**src/hdl/h264fu_pkg.sv**
```systemverilog
// Shared types and constants for the H.264 FU-A packetizer.
`default_nettype none

package h264fu_pkg;

	// One payload word as it leaves the packetizer.
	typedef struct packed {
		logic [7:0] out_byte;
		logic       packet_end;
		logic       marker;
		logic       last;
	} res_t;

	// An input byte can cause at most three payload words.
	localparam int unsigned MaxRes = 3;
	localparam int unsigned ResCntW = 2;

	localparam logic [10:0] MaxFragReset = 11'd1398;
	localparam logic [10:0] MinFrag = 11'd2;

	// FU-A indicator and header fields.
	localparam logic [7:0] NriMask = 8'h60;
	localparam logic [7:0] TypeMask = 8'h1f;
	localparam logic [7:0] FuAType = 8'd28;
	localparam logic [7:0] FuStartBit = 8'h80;
	localparam logic [7:0] FuEndBit = 8'h40;

endpackage

`default_nettype wire

```
**src/hdl/h264fu_engine.sv**
```systemverilog
// NAL framing state and the per-byte packetizing step.
`default_nettype none

module h264fu_engine #(
	parameter int unsigned LEN_W = 16,
	parameter int unsigned LEN_CAP = 65535
) (
	input  wire logic                                        clk,
	input  wire logic                                        arst_n,
	input  wire logic                                        go,
	input  wire logic [7:0]                                  data_byte,
	input  wire logic [15:0]                                 nal_length,
	input  wire logic [10:0]                                 max_fragment,
	output h264fu_pkg::res_t [h264fu_pkg::MaxRes-1:0]        res,
	output logic [h264fu_pkg::ResCntW-1:0]                   res_cnt
);

	localparam int unsigned CmpW = 17;

	logic [LEN_W-1:0] nal_left_q, nal_left_d;
	logic [10:0]      frag_left_q, frag_left_d;
	logic [7:0]       hdr_q, hdr_d;
	logic             frag_q, frag_d;
	logic             first_q, first_d;

	logic [10:0]      m;
	logic [15:0]      len_nz;
	logic [CmpW-1:0]  len_sat;
	logic [CmpW-1:0]  m_x;
	logic [CmpW-1:0]  rem_x;
	logic [10:0]      size;
	logic [10:0]      frag_cur;
	logic [7:0]       fu_hdr;
	logic             fits;

	// Clamp the fragment size and the NAL length.
	always_comb begin
		m = (max_fragment < h264fu_pkg::MinFrag) ? h264fu_pkg::MinFrag : max_fragment;
		m_x = CmpW'(m);
		len_nz = (nal_length == 16'd0) ? 16'd1 : nal_length;
		len_sat = ({1'b0, len_nz} > CmpW'(LEN_CAP)) ? CmpW'(LEN_CAP) : {1'b0, len_nz};
		rem_x = CmpW'(nal_left_q);
		fits = (rem_x <= m_x);
	end

	// One step of the packetizer: next state and up to three words.
	always_comb begin
		nal_left_d = nal_left_q;
		frag_left_d = frag_left_q;
		hdr_d = hdr_q;
		frag_d = frag_q;
		first_d = first_q;
		res = '0;
		res_cnt = '0;
		size = '0;
		frag_cur = frag_left_q;
		fu_hdr = '0;
		if (nal_left_q == '0) begin
			// First byte of a new NAL.
			nal_left_d = LEN_W'(len_sat - CmpW'(1));
			frag_left_d = '0;
			if (len_sat <= m_x) begin
				frag_d = 1'b0;
				res[0] = '{out_byte: data_byte, packet_end: (len_sat == CmpW'(1)),
					marker: (len_sat == CmpW'(1)), last: 1'b1};
				res_cnt = 2'd1;
			end else begin
				frag_d = 1'b1;
				first_d = 1'b1;
				hdr_d = data_byte;
			end
		end else if (!frag_q) begin
			// Single-packet NAL: pass the byte through.
			nal_left_d = nal_left_q - LEN_W'(1);
			res[0] = '{out_byte: data_byte, packet_end: (nal_left_q == LEN_W'(1)),
				marker: (nal_left_q == LEN_W'(1)), last: 1'b1};
			res_cnt = 2'd1;
		end else begin
			if (frag_left_q == '0) begin
				// Open a fragment; keep start and end bits apart.
				size = fits ? 11'(nal_left_q) : m;
				if (first_q && fits && (nal_left_q > LEN_W'(1))) begin
					size = 11'(nal_left_q - LEN_W'(1));
				end
				fu_hdr = hdr_q & h264fu_pkg::TypeMask;
				if (first_q) begin
					fu_hdr = fu_hdr | h264fu_pkg::FuStartBit;
				end
				if (CmpW'(size) == rem_x) begin
					fu_hdr = fu_hdr | h264fu_pkg::FuEndBit;
				end
				res[0] = '{out_byte: (hdr_q & h264fu_pkg::NriMask) | h264fu_pkg::FuAType,
					packet_end: 1'b0, marker: 1'b0, last: 1'b0};
				res[1] = '{out_byte: fu_hdr, packet_end: 1'b0, marker: 1'b0, last: 1'b0};
				first_d = 1'b0;
				frag_cur = size;
			end
			nal_left_d = nal_left_q - LEN_W'(1);
			frag_left_d = frag_cur - 11'd1;
			if (frag_left_q == '0) begin
				res[2] = '{out_byte: data_byte, packet_end: (frag_cur == 11'd1),
					marker: (frag_cur == 11'd1) && (nal_left_q == LEN_W'(1)), last: 1'b1};
				res_cnt = 2'd3;
			end else begin
				res[0] = '{out_byte: data_byte, packet_end: (frag_cur == 11'd1),
					marker: (frag_cur == 11'd1) && (nal_left_q == LEN_W'(1)), last: 1'b1};
				res_cnt = 2'd1;
			end
			if (nal_left_q == LEN_W'(1)) begin
				frag_d = 1'b0;
				frag_left_d = '0;
			end
		end
	end

	// State registers advance on each consumed byte.
	always_ff @(posedge clk or negedge arst_n) begin
		if (!arst_n) begin
			nal_left_q <= '0;
			frag_left_q <= '0;
			hdr_q <= '0;
			frag_q <= 1'b0;
			first_q <= 1'b1;
		end else if (go) begin
			nal_left_q <= nal_left_d;
			frag_left_q <= frag_left_d;
			hdr_q <= hdr_d;
			frag_q <= frag_d;
			first_q <= first_d;
		end
	end

	// A fragment never has bytes left while the NAL has none.
	a_frag_in_nal: assert property (@(posedge clk) disable iff (!arst_n)
		(frag_left_q != '0) |-> (frag_q && (nal_left_q != '0)))
		else $error("open fragment outside a fragmented NAL");

	// Fragment count never exceeds the bytes left in the NAL.
	a_frag_le_nal: assert property (@(posedge clk) disable iff (!arst_n)
		CmpW'(frag_left_q) <= CmpW'(nal_left_q))
		else $error("fragment longer than the rest of the NAL");

	// Only one word is final for each step.
	a_one_last: assert property (@(posedge clk) disable iff (!arst_n)
		go |-> ($countones({res[0].last, res[1].last, res[2].last}) <= 1))
		else $error("several final words in one step");

endmodule

`default_nettype wire

```
**src/hdl/h264_fu_a_packetizer.sv**
```systemverilog
// Top level of the H.264 RTP FU-A packetizer: input stage, engine, result buffer.
//
//  channel | dir | accepted when               | word
//  s_*     | in  | s_tvalid & s_tready         | one NAL byte plus its length
//  m_*     | out | m_tvalid & m_tready         | one RTP payload byte
//  cfg_*   | in  | cfg_valid & cfg_ready       | max_fragment write
//
// A byte passes through the input register and the engine, then waits in
// a three-word result buffer. The output port drains one word per cycle while
// m_tready is high; a byte that opens a fragment yields three words, others
// one or none. The input register takes a new byte while results wait.
// Reset clears the NAL state (awaiting a new NAL) and loads max_fragment = 1398.
`default_nettype none

module h264_fu_a_packetizer #(
	parameter int unsigned NAL_LEN_MAX = 65535
) (
	input  wire logic        clk,
	input  wire logic        arst_n,
	// s_tdata: [7:0] data_byte, [23:8] nal_length
	input  wire logic        s_tvalid,
	output logic             s_tready,
	input  wire logic [23:0] s_tdata,
	// m_tdata: [7:0] out_byte; m_tlast: packet_end
	output logic             m_tvalid,
	input  wire logic        m_tready,
	output logic [7:0]       m_tdata,
	output logic             m_tlast,
	// m_tuser: [0] marker, [1] last
	output logic [1:0]       m_tuser,
	input  wire logic        cfg_valid,
	output logic             cfg_ready,
	input  wire logic [10:0] cfg_data
);

	localparam int unsigned LenCap = (NAL_LEN_MAX < 65535) ? NAL_LEN_MAX : 65535;
	localparam int unsigned LenW = $clog2(LenCap + 1);

	logic [10:0] max_frag_q;

	logic        v_s1;
	logic [7:0]  byte_s1;
	logic [15:0] len_s1;

	h264fu_pkg::res_t [h264fu_pkg::MaxRes-1:0] res;
	logic [h264fu_pkg::ResCntW-1:0]            res_cnt;
	h264fu_pkg::res_t                          buf_q [h264fu_pkg::MaxRes];
	logic [h264fu_pkg::ResCntW-1:0]            hd_q;
	logic [h264fu_pkg::ResCntW-1:0]            left_q;

	logic pop;
	logic move;
	h264fu_pkg::res_t head;

	// Handshake control.
	assign pop = m_tvalid && m_tready;
	assign move = v_s1 && ((left_q == '0) || ((left_q == 2'd1) && pop));
	assign s_tready = !v_s1 || move;
	assign cfg_ready = 1'b1;

	// Configuration register.
	always_ff @(posedge clk or negedge arst_n) begin
		if (!arst_n) begin
			max_frag_q <= h264fu_pkg::MaxFragReset;
		end else if (cfg_valid && cfg_ready) begin
			max_frag_q <= cfg_data;
		end
	end

	// Input stage valid.
	always_ff @(posedge clk or negedge arst_n) begin
		if (!arst_n) begin
			v_s1 <= 1'b0;
		end else if (s_tready) begin
			v_s1 <= s_tvalid;
		end
	end

	// Input stage payload.
	always_ff @(posedge clk) begin
		if (s_tvalid && s_tready) begin
			byte_s1 <= s_tdata[7:0];
			len_s1 <= s_tdata[23:8];
		end
	end

	h264fu_engine #(
		.LEN_W   (LenW),
		.LEN_CAP (LenCap)
	) u_engine (
		.clk          (clk),
		.arst_n       (arst_n),
		.go           (move),
		.data_byte    (byte_s1),
		.nal_length   (len_s1),
		.max_fragment (max_frag_q),
		.res          (res),
		.res_cnt      (res_cnt)
	);

	// Result buffer control: head index and words still to send.
	always_ff @(posedge clk or negedge arst_n) begin
		if (!arst_n) begin
			hd_q <= '0;
			left_q <= '0;
		end else if (move) begin
			hd_q <= '0;
			left_q <= res_cnt;
		end else if (pop) begin
			hd_q <= hd_q + 2'd1;
			left_q <= left_q - 2'd1;
		end
	end

	// Result buffer payload.
	always_ff @(posedge clk) begin
		if (move) begin
			for (int i = 0; i < h264fu_pkg::MaxRes; i++) begin
				buf_q[i] <= res[i];
			end
		end
	end

	// Output port.
	assign head = buf_q[hd_q];
	assign m_tvalid = (left_q != '0);
	assign m_tdata = head.out_byte;
	assign m_tlast = head.packet_end;
	assign m_tuser = {head.last, head.marker};

	// The buffer never reads beyond its three words.
	a_buf_bound: assert property (@(posedge clk) disable iff (!arst_n)
		({1'b0, hd_q} + {1'b0, left_q}) <= 3'd3)
		else $error("result buffer index out of range");

	// The marker only comes with the end of a packet.
	a_marker_end: assert property (@(posedge clk) disable iff (!arst_n)
		(m_tvalid && m_tuser[0]) |-> m_tlast)
		else $error("marker without packet end");

	// FU bytes are never the end of a packet.
	a_fu_not_end: assert property (@(posedge clk) disable iff (!arst_n)
		(m_tvalid && !m_tuser[1]) |-> !m_tlast)
		else $error("packet ends on an FU byte");

	// A held byte blocks the input until it moves into the buffer.
	a_hold_blocks: assert property (@(posedge clk) disable iff (!arst_n)
		(v_s1 && !move) |-> !s_tready)
		else $error("input taken while the stage is full");

endmodule

`default_nettype wire

```
**config.mk**
```make
export PLATFORM = sky130hd
export DESIGN_NAME = h264_fu_a_packetizer
export DESIGN_NICKNAME = d
export VERILOG_FILES = /design/src/hdl/h264fu_pkg.sv /design/src/hdl/h264fu_engine.sv /design/src/hdl/h264_fu_a_packetizer.sv
export SDC_FILE = /design/constraint.sdc
export NUM_CORES = 1
export LEC_CHECK = 0
export ABC_AREA = 0
export BUFFER_PORTS_ARGS = -buffer_cell sky130_fd_sc_hd__buf_2
export CAP_MARGIN = 10
export CORE_AREA = 2 2 112 114
export DETAILED_ROUTE_END_ITERATION = 10
export DIE_AREA = 0 0 114 116
export HOLD_SLACK_MARGIN = 0.15
export PLACE_DENSITY = 0.73
export REMOVE_ABC_BUFFERS = 1
export SLEW_MARGIN = 15
export SYNTH_ARGS = -nofsm -noshare
export SYNTH_HDL_FRONTEND = slang
export SYNTH_SLANG_ARGS = --single-unit
```
**constraint.sdc**
```tcl
create_clock -name clk -period 7.4 [get_ports clk]
set_input_delay 1.85 -clock clk [delete_from_list [all_inputs] [get_ports clk]]
set_output_delay 1.85 -clock clk [all_outputs]
set_load 0.02 [all_outputs]
```
==> summary by stage <==
Yosys
Yosys attributes the largest share of cell area to edfxtp_1 25%, dfrtp_1 17%, ha_1 5.6%, o21ai_0 3.5%, nor2_1 3.4%. The number of flops mapped to enable cells by yosys is 53. After technology mapping, the gate count stands at about 650.

The cell area that synthesis handed to floorplanning was ~0.0065 mm2. The Yosys step of the flow raised 0 warnings. The proportion of register bits with asynchronous set or reset after synthesis is 0.495. Averaged over all synthesized cells, the footprint is approximately 10 um2.

The top-area cell type share of the netlist area is 0.245. The register bit count reported by yosys is approximately 110. In the synthesized netlist the dominant register cell turns out to be edfxtp_1. The synthesized design spends more area on one cell type than any other, namely edfxtp_1. The share of the Yosys chip area taken by registers is 0.447. After synthesis, the netlist uses 75 different library cells.

Route
The length of routed met3 wiring is 613 um. The average vias per placed instance is 6.22. The mean routed wirelength per cell is 18.7 um.

The number of iterations in the first detailed-routing pass is 5. The number of nets with antenna violations after detailed routing is 0. The highest layer used for signal routing is met4.

The met1 routed wirelength after detailed routing is 6.85 mm. The first routing iteration left ~440 violations. The total vias in the final route is 5167. Detailed routing placed a total of 7.58 mm of wire on met2. After detailed routing, the total wire length is 15.5 mm. The detailed-route DRC error count is 0.

Run status
The flow ran to the end, and the final reports show no timing, DRC or antenna violations.

Timing
The routed design could run at a clock period as short as 5.08 ns. The relative max-transition margin is 0.354. Setup repair after global routing left no endpoint under its margin. The total count of hold-check failures in the final report is 0. The max-slew violation count is 0.

The final-report setup violation count is 0. In the finished design, the share of the clock period the worst path needs comes to 0.687. The total negative slack is 0 ns. The final clock skew is between 0.007 and 0.008 ns. At the pin with the least slew margin, the transition time is 0.961 ns. Based on the critical path, the design can be clocked at up to around 200 MHz.

CTS
The longest clock path from root to sink contains 2 buffers. Post-CTS repair changed the size of 0 cells. TritonCTS created 9 clock buffers. After clock tree synthesis, the flow added hold-fix buffers numbering 0. For this design, the sink count on the clock tree is 105.

The TritonCTS clock tree is done. The H-tree depth is 3. The clock input transition at the sequential cells of the worst setup and hold paths is 0.07 ns.

The post-CTS setup buffer count is 0. The root cell of the clock tree is clkbuf_16. The clock reaches the later pin of the worst-skew pair after around 0.36 ns.

Setup path
STA classifies the critical path startpoint as a flip-flop. The worst-path maximum fanout is 20. The slowest stage of the critical path is the or4_1 cell.

The kind of capture point of the worst setup path is a flip-flop. Walking the worst path, the cells encountered are or4_1 > or3_1 > o31ai_1 > inv_1 > ha_1 > nand4_1 > nor3b_1 > o21ai_1 > o21ai_2 > o21ai_0 > a21oi_1 > ha_1 > nand2b_1 > nor2_1 > o211ai_4 > nor4b_2 > mux2_1 > o21ai_1. Together, buffers and inverters on the worst path number 1. The largest single stage delay on the critical path is 0.55 ns. At the worst endpoint, the required time is roughly 7.7 ns. The setup path with the least slack is of type reg2reg. Broken down by cell family, the worst path's largest delay share belongs to simple AND/OR/NAND/NOR gates. For the worst setup path, the data arrival time is between 5 and 6 ns.

Die
The die covers 0.0132 mm2. The I/O pin count is 54. The effective utilization at floorplan is 0.545. The die is 114 um wide. The core area is 0.0119 mm2. The number of placement rows is 40.

Measured along the y axis, the die boundary spans around 120 um.

Run
The tool flagged a number of max-cap violations equal to 0.

Power and ir drop
In this run the power density over the cells is 406 mW/mm2. The largest voltage drop on the vdd net is 0.000205 V. The analysis attributes to cell leakage a power of 0.00287 uW.

The total power of the final layout is 2880 uW.

Layout
The growth of design area from synthesis to finish is 9.37%. The count of antenna diodes in the layout is 0. The proportion of layout cells with a drive suffix above 1 is 0.175. The most common cell after layout, fill and taps aside is nor2_1.

The final-stage net count is 748. The filler cell count is 996. In the layout the commonest cells are 58 x nor2_1, 56 x nand2_1, 53 x edfxtp_1. The number of non-filler instances in the completed layout is 831.

GRT
The total global-route track usage is 0.249. The initial antenna violation count is 0. The via count of the first global-routing pass came to 5050. The aggregate global routing overflow is 0. The pin count of the biggest net entering global routing is 53.

The first global-routing pass estimated 25.5 mm of wire.

Placement
The weighted congestion at the end of routability-driven global placement is 0.920. Once placement completed, the tool counted placed cells totaling 815. The placed wire-length estimate is 11.5 mm. The count of buffers inserted at the top-level ports is between 50 and 60.

Hold path
The type of the worst min-delay path is reg2reg.
[registers in the layout, summed over array words and instances (netlist names), 2 cells and up]
signal                flops
u_engine.nal_left_q      16
len_s1                   16
max_frag_q               11
u_engine.hdr_q            7
u_engine.frag_left_q     11
left_q                    2
buf_q                    29
hd_q                      2
byte_s1                   8
[layer usage]
layer / up-vias / global-route usage
met2: 143 / 0.425
met5: - / 0
met3: 38 / 0.0476
met4: 0 / 0.100
li1: 2464 / -
met1: 2522 / 0.316
[synth_stat cells, types with 6 or more instances]
cell	number
a211oi_1	8
a21o_1	9
a21oi_1	22
and2_1	15
and3_1	8
buf_2	6
clkbuf_1	31
dfrtp_1	44
dfstp_2	8
edfxtp_1	53
ha_1	29
inv_1	25
mux2_2	13
mux2i_1	16
nand2_1	56
nand2b_1	7
nand3_1	10
nand4_1	8
nor2_1	58
nor3_1	15
nor4_1	11
o211ai_1	10
o21ai_0	45
o31ai_1	10
or3_1	11
xnor2_1	16
xor2_1	11
[through the flow]
stage               utilization  cell area, um2  hold slack (ns)  setup slack, ns
global placement          0.570            6780            0.481             2.52
global route              0.596            7100            0.523             1.93
CTS                       0.596            7100            0.504             2.35
finish                    0.596            7100            0.501             2.32
detailed placement        0.570            6780            0.488             2.39
floorplan                     -            6300            0.472             2.91
[worst register-to-register path: stages (launching register included)]
cell      delay, ns
dfrtp_1        0.42
or4_1          0.55
or3_1          0.38
o31ai_1        0.44
inv_1          0.16
ha_1           0.32
nand4_1        0.08
nor3b_1        0.19
o21ai_1        0.18
o21ai_2        0.37
o21ai_0        0.29
a21oi_1        0.22
ha_1           0.20
nand2b_1       0.08
nor2_1         0.17
o211ai_4       0.15
nor4b_2        0.35
mux2_1         0.35
o21ai_1        0.11
[power breakdown]
part	switching, uW	total (uW)	internal (uW)
logic	819	1310	490
registers	242	1070	831
clock network	224	502	278
[final timing paths]
kind | start | endpoint | slack (ns) | cells past startpoint
max | max_frag_q[3] | u_engine.frag_left_q[6] | 2.32 | 18
min | u_engine.hdr_q[1] | u_engine.hdr_q[1] | 0.50 | 1
max reg2reg | max_frag_q[3] | u_engine.frag_left_q[6] | 2.32 | 18
min reg2reg | u_engine.hdr_q[1] | u_engine.hdr_q[1] | 0.50 | 1
max in group asynchronous | arst_n | u_engine.nal_left_q[10] | 5.33 | 2
min in group asynchronous | arst_n | u_engine.hdr_q[2] | 1.61 | 2
[logic make-up after synthesis]
family,Yosys count,share of synthesized area
simple gates,232,0.194
compound gates,163,0.174
flops,105,0.447
buf+inv,67,0.0436
mux,30,0.0489
fa+ha+maj,29,0.0559
xor+xnor,27,0.0364
other cells,1,0.000578
[layout make-up]
| class | instances | area (um2) | area share |
|---|---|---|---|
| Clock buffer | 11 | 243 | 0.0342 |
| Inverter | 25 | 93.8 | 0.0132 |
| Clock inverter | 5 | 72.6 | 0.0102 |
| Multi-Input combinational cell | 482 | 3310 | 0.467 |
| Sequential cell | 105 | 2900 | 0.409 |
| Timing Repair Buffer | 56 | 290 | 0.0409 |
| Tap cell | 147 | 184 | 0.0259 |
Power figures use the tool's default switching activity.
